<file path="config.mk">
export PLATFORM = sky130hd
export DESIGN_NAME = sorted_expiry_timer_queue
export DESIGN_NICKNAME = d
export VERILOG_FILES = /design/src/design/setq_pkg.sv /design/src/design/setq_front.sv /design/src/design/setq_fifo.sv /design/src/design/setq_back.sv /design/src/design/sorted_expiry_timer_queue.sv
export SDC_FILE = /design/constraint.sdc
export NUM_CORES = 2
export LEC_CHECK = 0
export ABC_AREA = 1
export BUFFER_PORTS_ARGS = -buffer_cell sky130_fd_sc_hd__buf_2
export CELL_PAD_IN_SITES_DETAIL_PLACEMENT = 0
export CELL_PAD_IN_SITES_GLOBAL_PLACEMENT = 1
export CORE_MARGIN = 3
export CORE_UTILIZATION = 50
export DETAILED_ROUTE_END_ITERATION = 10
export GPL_ROUTABILITY_DRIVEN = 0
export PLACE_DENSITY_LB_ADDON = 0.15
export SLEW_MARGIN = 20
export SYNTH_ARGS = -nofsm -noshare
export SYNTH_HDL_FRONTEND = slang
export SYNTH_HIERARCHICAL = 1
export SYNTH_SLANG_ARGS = --single-unit
export TNS_END_PERCENT = 50
</file>
<file path="constraint.sdc">
create_clock -name clk -period 5.5 [get_ports clk]
set_input_delay 0.55 -clock clk [delete_from_list [all_inputs] [get_ports clk]]
set_output_delay 0.55 -clock clk [all_outputs]
set_load 0.02 [all_outputs]
</file>
<file path="src/design/setq_pkg.sv">
// Shared types and constants for the sorted expiry timer queue.
// No dependencies; every module of the block imports this package.
package setq_pkg;
  localparam int TIMER_SLOTS = 16;
  localparam int TIME_WIDTH  = 32;
  localparam int HW          = 4;   // handle field width
  localparam int SLOT_W      = $clog2(TIMER_SLOTS);
  localparam int CNT_W       = $clog2(TIMER_SLOTS + 1);
  localparam int FIFO_DEPTH  = 2;

  typedef enum logic [1:0] {
    CMD_ADD    = 2'd0,
    CMD_ADJUST = 2'd1,
    CMD_DELETE = 2'd2,
    CMD_TICK   = 2'd3
  } cmd_t;

  typedef enum logic [1:0] {
    ST_OK      = 2'd0,
    ST_QUEUED  = 2'd1,
    ST_NOT_Q   = 2'd2
  } status_t;

  // Operation handed from front to back
  typedef enum logic [1:0] {
    OP_REPORT = 2'd0,   // status only, no queue change
    OP_INSERT = 2'd1,
    OP_REMOVE = 2'd2,   // remove, optionally reinsert
    OP_DRAIN  = 2'd3
  } op_t;

  typedef enum logic [1:0] {
    BS_IDLE   = 2'd0,
    BS_REMOVE = 2'd1,
    BS_INSERT = 2'd2,
    BS_DRAIN  = 2'd3
  } bstate_t;

  typedef struct packed {
    logic [1:0]  command;
    logic [3:0]  handle;
    logic [31:0] expire_time;
    logic [31:0] now_time;
  } in_item_t;

  typedef struct packed {
    logic       expired_valid;
    logic [3:0] expired_handle;
    logic [1:0] status;
    logic       last;
  } out_item_t;

  typedef struct packed {
    op_t                   op;
    logic                  reinsert;
    logic [HW-1:0]         handle;
    logic [TIME_WIDTH-1:0] tval;
    status_t               status;
  } job_t;
endpackage

</file>
<file path="src/design/setq_front.sv">
// Front part: accepts commands, checks handle state, emits jobs.
// Depends on setq_pkg.
module setq_front (
  input  logic               clk,
  input  logic               rst_n,
  input  logic               in_valid,
  output logic               in_ready,
  input  setq_pkg::in_item_t in_data,
  output logic               job_valid,
  input  logic               job_ready,
  output setq_pkg::job_t     job_data,
  input  logic               clr_valid,
  input  logic [setq_pkg::HW-1:0] clr_handle,
  input  logic               drain_done
);
  import setq_pkg::*;

  logic [TIMER_SLOTS-1:0] queued_r, queued_nxt;
  logic                   drain_r, drain_nxt;
  logic                   in_range;
  logic                   hq;
  logic [SLOT_W-1:0]      slot;

  assign slot      = in_data.handle[SLOT_W-1:0];
  assign in_range  = ({{(32-HW){1'b0}}, in_data.handle} < TIMER_SLOTS);
  assign hq        = in_range && queued_r[slot];
  // Hold new commands while a tick is still draining the chain
  assign in_ready  = job_ready && !drain_r;
  assign job_valid = in_valid && !drain_r;

  // Classify the command
  always_comb begin
    job_data.op       = OP_REPORT;
    job_data.reinsert = 1'b0;
    job_data.handle   = in_data.handle;
    job_data.tval     = TIME_WIDTH'(in_data.expire_time);
    job_data.status   = ST_OK;
    if (in_data.command == CMD_TICK) begin
      job_data.op   = OP_DRAIN;
      job_data.tval = TIME_WIDTH'(in_data.now_time);
    end else if (!in_range) begin
      job_data.status = ST_NOT_Q;
    end else if (in_data.command == CMD_ADD) begin
      if (hq) job_data.status = ST_QUEUED;
      else    job_data.op     = OP_INSERT;
    end else if (!hq) begin
      job_data.status = ST_NOT_Q;
    end else begin
      job_data.op       = OP_REMOVE;
      job_data.reinsert = (in_data.command == CMD_ADJUST);
    end
  end

  // Track which handles are queued and whether a drain is in flight
  always_comb begin
    queued_nxt = queued_r;
    drain_nxt  = drain_r;
    if (clr_valid) queued_nxt[clr_handle[SLOT_W-1:0]] = 1'b0;
    if (drain_done) drain_nxt = 1'b0;
    if (in_valid && in_ready) begin
      if (in_data.command == CMD_TICK) drain_nxt = 1'b1;
      else if (in_range) begin
        if (in_data.command == CMD_ADD) queued_nxt[slot] = 1'b1;
        else if (in_data.command == CMD_DELETE) queued_nxt[slot] = 1'b0;
      end
    end
  end

  always_ff @(posedge clk) begin
    if (!rst_n) begin
      queued_r <= '0;
      drain_r  <= 1'b0;
    end else begin
      queued_r <= queued_nxt;
      drain_r  <= drain_nxt;
    end
  end
endmodule

</file>
<file path="src/design/setq_fifo.sv">
// Short job queue between front and back parts.
// Depends on setq_pkg.
module setq_fifo (
  input  logic            clk,
  input  logic            rst_n,
  input  logic            wr_valid,
  output logic            wr_ready,
  input  setq_pkg::job_t  wr_data,
  output logic            rd_valid,
  input  logic            rd_ready,
  output setq_pkg::job_t  rd_data
);
  import setq_pkg::*;
  localparam int PW = $clog2(FIFO_DEPTH);

  job_t            mem_r [FIFO_DEPTH];
  logic [PW-1:0]   wp_r, rp_r;
  logic [PW:0]     cnt_r;
  logic            wr_en, rd_en;

  assign wr_ready = (cnt_r < (PW+1)'(FIFO_DEPTH));
  assign rd_valid = (cnt_r != '0);
  assign rd_data  = mem_r[rp_r];
  assign wr_en    = wr_valid && wr_ready;
  assign rd_en    = rd_valid && rd_ready;

  // Store and advance pointers
  always_ff @(posedge clk) begin
    if (wr_en) mem_r[wp_r] <= wr_data;
    if (!rst_n) begin
      wp_r  <= '0;
      rp_r  <= '0;
      cnt_r <= '0;
    end else begin
      if (wr_en) wp_r <= wp_r + 1'b1;
      if (rd_en) rp_r <= rp_r + 1'b1;
      cnt_r <= cnt_r + (PW+1)'(wr_en) - (PW+1)'(rd_en);
    end
  end
endmodule

</file>
<file path="src/design/setq_back.sv">
// Back part: sorted cell chain doing insert, remove and drain.
// Depends on setq_pkg.
module setq_back (
  input  logic                 clk,
  input  logic                 rst_n,
  input  logic                 job_valid,
  output logic                 job_ready,
  input  setq_pkg::job_t       job_data,
  output logic                 out_valid,
  input  logic                 out_ready,
  output setq_pkg::out_item_t  out_data,
  output logic                 clr_valid,
  output logic [setq_pkg::HW-1:0] clr_handle,
  output logic                 drain_done
);
  import setq_pkg::*;

  logic [HW-1:0]         hnd_r [TIMER_SLOTS];
  logic [TIME_WIDTH-1:0] exp_r [TIMER_SLOTS];
  logic [CNT_W-1:0]      cnt_r, cnt_nxt;
  bstate_t               st_r, st_nxt;
  job_t                  job_r;
  logic                  job_ld;
  logic                  ov_r;
  out_item_t             od_r;
  logic                  obuf_free;
  logic                  emit;
  out_item_t             emit_d;
  logic                  drained_r;
  logic [TIMER_SLOTS-1:0] live, le_mask, hit_mask;
  logic [TIMER_SLOTS-1:0] ins_shift, rem_shift;
  logic                  do_ins, do_rem, do_pop;
  logic                  head_exp;
  logic [SLOT_W-1:0]     ins_pos;

  assign obuf_free = !ov_r || out_ready;

  // Per-cell compares across the chain
  always_comb begin
    for (int i = 0; i < TIMER_SLOTS; i++) begin
      live[i]     = (CNT_W'(i) < cnt_r);
      le_mask[i]  = live[i] && (exp_r[i] <= job_r.tval);
      hit_mask[i] = live[i] && (hnd_r[i] == job_r.handle);
    end
    ins_pos = '0;
    for (int i = 0; i < TIMER_SLOTS; i++)
      if (le_mask[i]) ins_pos = SLOT_W'(i + 1 < TIMER_SLOTS ? i + 1 : i);
    // cells at or after the insert point shift up; hits and after shift down
    rem_shift[0] = hit_mask[0];
    for (int i = 0; i < TIMER_SLOTS; i++)
      ins_shift[i] = !le_mask[i];
    for (int i = 1; i < TIMER_SLOTS; i++)
      rem_shift[i] = rem_shift[i-1] || hit_mask[i];
  end

  assign head_exp = (cnt_r != '0) && (exp_r[0] <= job_r.tval);

  // Next state
  always_comb begin
    st_nxt = st_r;
    unique case (st_r)
      BS_IDLE: if (job_valid) begin
        unique case (job_data.op)
          OP_INSERT: st_nxt = BS_INSERT;
          OP_REMOVE: st_nxt = BS_REMOVE;
          OP_DRAIN:  st_nxt = BS_DRAIN;
          default:   st_nxt = obuf_free ? BS_IDLE : BS_IDLE;
        endcase
      end
      BS_REMOVE: if (!job_r.reinsert || 1'b1) st_nxt = job_r.reinsert ? BS_INSERT
                                                     : (obuf_free ? BS_IDLE : BS_REMOVE);
      BS_INSERT: if (obuf_free) st_nxt = BS_IDLE;
      BS_DRAIN:  if (obuf_free && !head_exp) st_nxt = BS_IDLE;
      default:   st_nxt = BS_IDLE;
    endcase
  end

  // Outputs of the sequencer
  always_comb begin
    job_ready = 1'b0;
    job_ld    = 1'b0;
    emit      = 1'b0;
    emit_d    = '0;
    do_ins    = 1'b0;
    do_rem    = 1'b0;
    do_pop    = 1'b0;
    unique case (st_r)
      BS_IDLE: begin
        if (job_data.op == OP_REPORT) begin
          job_ready = obuf_free;
          emit      = job_valid && obuf_free;
          emit_d.status = job_data.status;
          emit_d.last   = 1'b1;
        end else begin
          job_ready = 1'b1;
          job_ld    = job_valid;
        end
      end
      BS_REMOVE: begin
        do_rem = !job_r.reinsert ? obuf_free : 1'b1;
        emit   = !job_r.reinsert && obuf_free;
        emit_d.last = 1'b1;
      end
      BS_INSERT: begin
        do_ins = obuf_free;
        emit   = obuf_free;
        emit_d.last = 1'b1;
      end
      BS_DRAIN: begin
        if (obuf_free) begin
          emit = 1'b1;
          if (head_exp) begin
            do_pop = 1'b1;
            emit_d.expired_valid  = 1'b1;
            emit_d.expired_handle = hnd_r[0];
            emit_d.last = (cnt_r == CNT_W'(1)) || (exp_r[1] > job_r.tval);
          end else begin
            emit = !drained_r;
            emit_d.last = 1'b1;
          end
        end
      end
      default: ;
    endcase
  end

  assign clr_valid  = do_pop;
  assign clr_handle = hnd_r[0];
  assign drain_done = (st_r == BS_DRAIN) && (st_nxt == BS_IDLE);

  // Count update
  always_comb begin
    cnt_nxt = cnt_r;
    if (do_ins && cnt_r < CNT_W'(TIMER_SLOTS)) cnt_nxt = cnt_r + 1'b1;
    if ((do_rem && rem_shift[TIMER_SLOTS-1]) || do_pop) cnt_nxt = cnt_r - 1'b1;
  end

  // Shift cells of the chain
  always_ff @(posedge clk) begin
    for (int i = 0; i < TIMER_SLOTS; i++) begin
      if (do_ins && cnt_r < CNT_W'(TIMER_SLOTS)) begin
        if (SLOT_W'(i) == ins_pos && ins_shift[i]) begin
          hnd_r[i] <= job_r.handle;
          exp_r[i] <= job_r.tval;
        end else if (i > 0 && ins_shift[i] && !(SLOT_W'(i) == ins_pos) && ins_shift[i-1]) begin
          hnd_r[i] <= hnd_r[i-1];
          exp_r[i] <= exp_r[i-1];
        end else if (ins_shift[i] && !le_mask[TIMER_SLOTS-1] && ins_pos == '0 && i == 0) begin
          hnd_r[i] <= job_r.handle;
          exp_r[i] <= job_r.tval;
        end
      end
      if ((do_rem && rem_shift[i]) || do_pop) begin
        if (i + 1 < TIMER_SLOTS) begin
          hnd_r[i] <= hnd_r[(i + 1) % TIMER_SLOTS];
          exp_r[i] <= exp_r[(i + 1) % TIMER_SLOTS];
        end
      end
    end
  end

  // Control registers and output register
  always_ff @(posedge clk) begin
    if (job_ld) job_r <= job_data;
    if (emit) od_r <= emit_d;
    if (!rst_n) begin
      st_r      <= BS_IDLE;
      cnt_r     <= '0;
      ov_r      <= 1'b0;
      drained_r <= 1'b0;
    end else begin
      st_r  <= st_nxt;
      cnt_r <= cnt_nxt;
      if (emit) ov_r <= 1'b1;
      else if (out_ready) ov_r <= 1'b0;
      if (job_ld) drained_r <= 1'b0;
      else if (do_pop) drained_r <= 1'b1;
    end
  end

  assign out_valid = ov_r;
  assign out_data  = od_r;
endmodule

</file>
<file path="src/design/sorted_expiry_timer_queue.sv">
// Top level of the sorted expiry timer queue: front, job queue, back.
// Depends on setq_pkg, setq_front, setq_fifo, setq_back.
//
//  channel | ports                         | moves
//  in      | in_valid/in_ready/in_data     | one command per transfer
//  out     | out_valid/out_ready/out_data  | one result per transfer
//
// Back part: add and delete load in idle, then pass an insert or remove state;
// adjust passes remove then insert; status-only results leave from idle; a
// tick pops one expired head per cycle while the output is free, until the
// head is unexpired. Synchronous active-low reset empties the queue. A stalled
// output holds the back part; the job queue lets the front take up to two more
// commands meanwhile. After a tick the input holds until its drain has finished.
module sorted_expiry_timer_queue (
  input  logic                 clk,
  input  logic                 rst_n,
  input  logic                 in_valid,
  output logic                 in_ready,
  input  setq_pkg::in_item_t   in_data,
  output logic                 out_valid,
  input  logic                 out_ready,
  output setq_pkg::out_item_t  out_data
);
  import setq_pkg::*;

  logic          fj_valid, fj_ready, bj_valid, bj_ready;
  job_t          fj_data, bj_data;
  logic          clr_valid;
  logic [HW-1:0] clr_handle;
  logic          drain_done;

  setq_front u_front (
    .clk, .rst_n, .in_valid, .in_ready, .in_data,
    .job_valid(fj_valid), .job_ready(fj_ready), .job_data(fj_data),
    .clr_valid, .clr_handle, .drain_done
  );

  setq_fifo u_fifo (
    .clk, .rst_n,
    .wr_valid(fj_valid), .wr_ready(fj_ready), .wr_data(fj_data),
    .rd_valid(bj_valid), .rd_ready(bj_ready), .rd_data(bj_data)
  );

  setq_back u_back (
    .clk, .rst_n,
    .job_valid(bj_valid), .job_ready(bj_ready), .job_data(bj_data),
    .out_valid, .out_ready, .out_data,
    .clr_valid, .clr_handle, .drain_done
  );
endmodule

</file>
# Yosys cells after proc, flatten, opt, wreduce, memory -nomap -nowiden
# Memories as Yosys holds them, arrays and structs flattened. A register that Yosys moved wholly into a read port is not among the register bits.
# Index checks and enable logic that the tools add are counted.
# W data, S select, Z words.
[word_totals]
ff_bits = 75
latchBits = 0
ramBits = 658
mem_bits_ro = 0
out_inout_bits = 10
wordCells = 644
memories = 3
[classes]
n_addsub = 6
mul = 0
div_mod_pow = 0
magnitude_cmp = 39
n_eq_ne = 41
shifts = 0
n_mux = 279
n_bitwise = 68
reduce_logical = 192
[mem_list]
columns = ["name", "words", "word_bits", "read_ports", "rd_ports_with_merged_regs", "wr", "line", "source"]
rows = [
  ["u_back.exp_r", 16, 32, 16, 0, 16, "setq_back.sv:19", "logic [TIME_WIDTH-1:0] exp_r [TIMER_SLOTS];"],
  ["u_fifo.mem_r", 2, 41, 1, 1, 1, "setq_fifo.sv:16", "job_t mem_r [FIFO_DEPTH];"],
  ["u_back.hnd_r", 16, 4, 16, 0, 16, "setq_back.sv:18", "logic [HW-1:0] hnd_r [TIMER_SLOTS];"],
]
[op_table]
columns = ["operator", "n"]
rows = [
  ["$mux W32", 32],
  ["$le A32 B32 Y1", 16],
  ["$mux W4", 46],
  ["$mux W1", 176],
  ["$logic_and A1 B1 Y1", 109],
  ["$mux W16", 5],
  ["$eq A4 B4 Y1", 16],
  ["$or A1 B1 Y1", 62],
  ["$lt A4 B5 Y1 const A", 8],
  ["$logic_not A1 Y1", 36],
  ["$logic_or A1 B1 Y1", 33],
  ["$and A16 B16 Y16", 2],
  ["$eq A4 B4 Y1 const A", 8],
  ["$gt A32 B32 Y1", 1],
  ["$not A16 Y16", 2],
  ["$lt A3 B5 Y1 const A", 4],
  ["$mux W2", 9],
  ["$eq A3 B4 Y1 const A", 4],
  ["$or A16 B16 Y16", 1],
  ["$mux W5", 3],
  ["$eq A2 B2 Y1 const B", 6],
  ["$lt A1 B5 Y1 const A", 2],
  ["$lt A2 B5 Y1 const A", 2],
  ["$lt A4 B5 Y1 const B", 2],
  ["27 further kinds", 40],
]

# Logic depth before layout (Yosys ltp)
# An unclocked memory read counts as a cell.
[logic_depth]
ltp_word = 29
ltp_mapped = 32
mapped_depth_nobuf = 32

# Modules after synthesis
# The synthesis kept the hierarchy.
[by_module_without_submodules]
columns = ["mod", "instances", "cells_each", "area_per_inst_um2", "seq_area_each_um2"]
rows = [
  ["setq_back", 1, 4984, 43031.3, 18828.1],
  ["setq_fifo", 1, 159, 3393.3, 2562.5],
  ["setq_front", 1, 297, 1542.7, 340.3],
]

# Worst setup path before layout
# Ideal clock, no wire load.
[synth_timing]
path_kind = "register to register"
from = "register u_back/job_r[23] (netlist bit)"
to = "memory u_back.exp_r[1][0] (enable)"
setup_time_ps = 399
t_arrival_ps = 4336
required_ps = 5101
path_slack_ps = 765
stages_incl_launch_ff = 19
n_path_buf = 3
period_less_slack_ps = 4735
cell_sequence = "edfxtp_1 -> clkbuf_1 -> clkinv_1 -> ha_1 -> a21oi_1 -> nor2_1 -> nor2_1 -> nand3_1 -> a21oi_1 -> nand2_1 -> nand2_1 -> o21ai_0 -> nor2_1 -> inv_2 -> buf_2 -> o21ai_1 -> buf_2 -> inv_1 -> nand3_1"
[synth_lines]
columns = ["item", "line", "source"]
rows = [
  ["from (decl)", "setq_back.sv:22", "job_t job_r;"],
  ["from (signal assigned)", "setq_back.sv:164", "if (job_ld) job_r <= job_data;"],
  ["to (decl)", "setq_back.sv:19", ""],
]

==> flow_metrics.env <==
export IMPL_maxSlewViolCount=0
export IMPL_grt_overflow=0
export IMPL_layout_setup_ws_ns=0.199
export IMPL_worst_pin_slew_ns=1.08
export IMPL_required_ns=5.78
export IMPL_drt_initial_drc_count=3775
export IMPL_async_reset_ff_share_pct=0
export IMPL_hold_viol=0
export IMPL_cts_tree="built"
export IMPL_wl_met3_um=11400
export IMPL_syn_cell_area_sq_mm=0.0480
export IMPL_syn_area_per_cell_sq_um=8.82
export IMPL_ir_drop_mv=0.399
export IMPL_ys_warnings_count=6
export IMPL_setup_tns_final_ns=0
export IMPL_dp_slack_ns=-0.0502
export IMPL_coreArea_sq_mm=0.0942
export IMPL_start_util_pct=50.9
export IMPL_die_x_um=316
export IMPL_clkSinkCount=734
export IMPL_cap_violations=0
export IMPL_port_buffers=83
export IMPL_clock_latency_ns=0.66
export IMPL_drive_above_1_share_pct=9.11
export IMPL_synth_seq_cells=734
export IMPL_relSlewSlack_pct=27.0
export IMPL_synth_common_cells="nand2_1 (1370), edfxtp_1 (703), o21ai_0 (691), a21oi_1 (607), ha_1 (520)"
export IMPL_ioPinCount=84
export IMPL_status="completed"
export IMPL_postCtsResizedCells=1
export IMPL_r2r_start="u_back/job_r[15]$_DFFE_PP_"
export IMPL_dieArea_sq_mm=0.0997
export IMPL_hold_class="in -> reg"
export IMPL_arrival_ns=5.58
export IMPL_fin_nets=6092
export IMPL_finalCritPeriodShare_pct=96.4
export IMPL_cp_max_fo=36
export IMPL_fin_util_pct=56.5
export IMPL_power_per_cell_area_mw_per_mm2=632
export IMPL_antenna_found_initial=4
export IMPL_cp_startpoint="u_back/job_r[15]$_DFFE_PP_"
export IMPL_synth_most_common_cell="nand2_1"
export IMPL_routed_wirelength_um=152000
export IMPL_grt_max_degree=74
export IMPL_num_rows=112
export IMPL_htree_levels=3
export IMPL_stdcell_count=6821
export IMPL_ctsRootBufferMaster="clkbuf_16"
export IMPL_clkTransAtPathRegs_ns=0.06
export IMPL_finalPower_mw=33.6
export IMPL_wl_met2_um=72400
export IMPL_drtAntennaViolNets=0
export IMPL_routed_top_layer="met5"
export IMPL_dp_hpwl_um=113000
export IMPL_cts_hold_buf=0
export IMPL_placed_area_sq_mm=0.0504
export IMPL_path_class="reg -> reg"
export IMPL_startpoint_type="register"
export IMPL_drt_pass1_iter_count=6
export IMPL_ys_seq_area_share_pct=45.3
export IMPL_postSynthNetCount=6034
export IMPL_dp_cells=6664
export IMPL_grt_pass1_vias=39000
export IMPL_netlist_cell_type_count=62
export IMPL_ff2ff_setup_slack_ns=0.20
export IMPL_fp_dieH_um=316
export IMPL_p_leak_nw=21.5
export IMPL_synth_top_area_share_pct=44.0
export IMPL_drt_vias_per_instance=5.88
export IMPL_ys_flop_type="edfxtp_1"
export IMPL_netlist_instances=5440
export IMPL_finalSetupViolations=0
export IMPL_synth_largest_area_cell="edfxtp_1"
export IMPL_rsz0062_at_grt="no"
export IMPL_r2r_worst_path_cells=21
export IMPL_vias=40100
export IMPL_cts_buffers=86
export IMPL_synth_edf_count=703
export IMPL_min_period_ns=5.30
export IMPL_track_usage_pct=30.3
export IMPL_cts_buffer_depth=3
export IMPL_post_route_drc_count=0
export IMPL_netlist_top_cells_area="edfxtp_1 (44%), ha_1 (14%), nand2_1 (11%)"
export IMPL_final_area_sq_mm=0.0532
export IMPL_drt_met1_wl_um=63600
export IMPL_wl_per_cell_um=22.3
export IMPL_hold_ws_ns=0.138
export IMPL_fin_skew_ns=0.0280
export IMPL_end_kind="register"
export IMPL_r2r_end="u_back/exp_r[6][8]$_DFFE_PP_"
export IMPL_cp_endpoint="u_back/exp_r[6][8]$_DFFE_PP_"
export IMPL_grt_pass1_wl_um=232000
export IMPL_syn2layout_area_growth_pct=10.8
export IMPL_clock_fmax_mhz=189
export IMPL_postCtsSetupBuffers=0
[worst max-delay path, stage by stage, from the launching register on]
cell,delay [ns]
edfxtp_1,0.35
clkinv_1,0.44
buf_12,0.35
ha_1,0.30
nand2_1,0.05
nor2_1,0.18
nand4_1,0.47
a31oi_4,0.45
a211o_1,0.19
nand2_1,0.08
nand2_1,0.07
nand2_1,0.17
nand2_1,0.31
nand2_1,0.11
o21ai_0,0.19
nand2_1,0.07
nand2_1,0.17
inv_1,0.14
nor2_1,0.18
nand3_1,0.09
nand2_1,0.09
buf_4,0.44
[sequential cells by signal, indices dropped and copies added, names as in the netlist, named ones only]
signal            count
u_back/exp_r        512
u_fifo/mem_r         82
u_back/hnd_r         64
u_back/job_r         37
u_front/queued_r     16
u_back/out_data       8
u_back/cnt_r          5
u_back/st_r           2
u_fifo/cnt_r          2
u_back/drained_r      1
u_back/out_valid      1
u_fifo/rp_r           1
u_fifo/wp_r           1
u_front/drain_r       1
[layout by cell type, fill, tap and decap left out, drive strengths merged, types with 20 or more instances in the layout]
master	count
clkbuf	115
nand4	73
buf	255
mux2	41
edfxtp	703
xnor2	22
nand3	101
nand2	1378
nor3	20
dfxtp	31
clkinv	64
inv	277
nor2	287
mux2i	31
ha	520
a21oi	618
o21ai	792
a31oi	79
[metal layers]
| metal | track usage (%) | vias to the layer above |
|---|---|---|
| met5 | 0 | - |
| met4 | 9.16 | 2 |
| met3 | 5.36 | 274 |
| met2 | 50.8 | 1389 |
| met1 | 40.2 | 19100 |
| li1 | - | 19400 |
[cell type report]
cell class              instances  area [sq um]
clock buffers                 115          2340
well taps                    1254          1570
repair buffers                255          1970
clock inverters                41           392
flip-flops and latches        734         21700
fillers                      8629         41000
diodes                          1          2.50
inverters                     310          1170
multi-input cells            4111         24000
[logic make-up after synthesis]
kind of cell / Yosys count / share of synthesized area (%)
adder cells (fa/ha/maj): 520 / 13.6
XOR/XNOR: 41 / 0.749
flip-flops: 734 / 45.3
multiplexers: 72 / 1.92
AO/OA/AOI/OAI: 1584 / 17.4
buffers and inverters: 595 / 5.10
AND/OR/NAND/NOR: 1894 / 16.0
[power by group]
part	switching, mW	internal, mW
clock	2.42	3.31
combinational	10.8	5.59
sequential	1.76	9.77
[worst min path at each step]
stage | startpoint | to | slack [ns] | depth (start not counted)
floorplan | u_front/queued_r[0]$_SDFF_PN0_ | u_front/queued_r[0]$_SDFF_PN0_ | 0.44 | 2
global placement | u_fifo/rp_r$_SDFFE_PN0P_ | register | 0.45 | 2
detailed placement | u_front/queued_r[0]$_SDFF_PN0_ | u_front/queued_r[0]$_SDFF_PN0_ | 0.46 | 2
CTS | in_data[66] | u_fifo/mem_r[0][36]$_DFFE_PP_ | 0.08 | 1
global route | in_data[66] | u_fifo/mem_r[0][36]$_DFFE_PP_ | 0.11 | 1
finish | in_data[66] | u_fifo/mem_r[0][36]$_DFFE_PP_ | 0.14 | 1
Note: power is estimated with default switching activity, not from simulation.
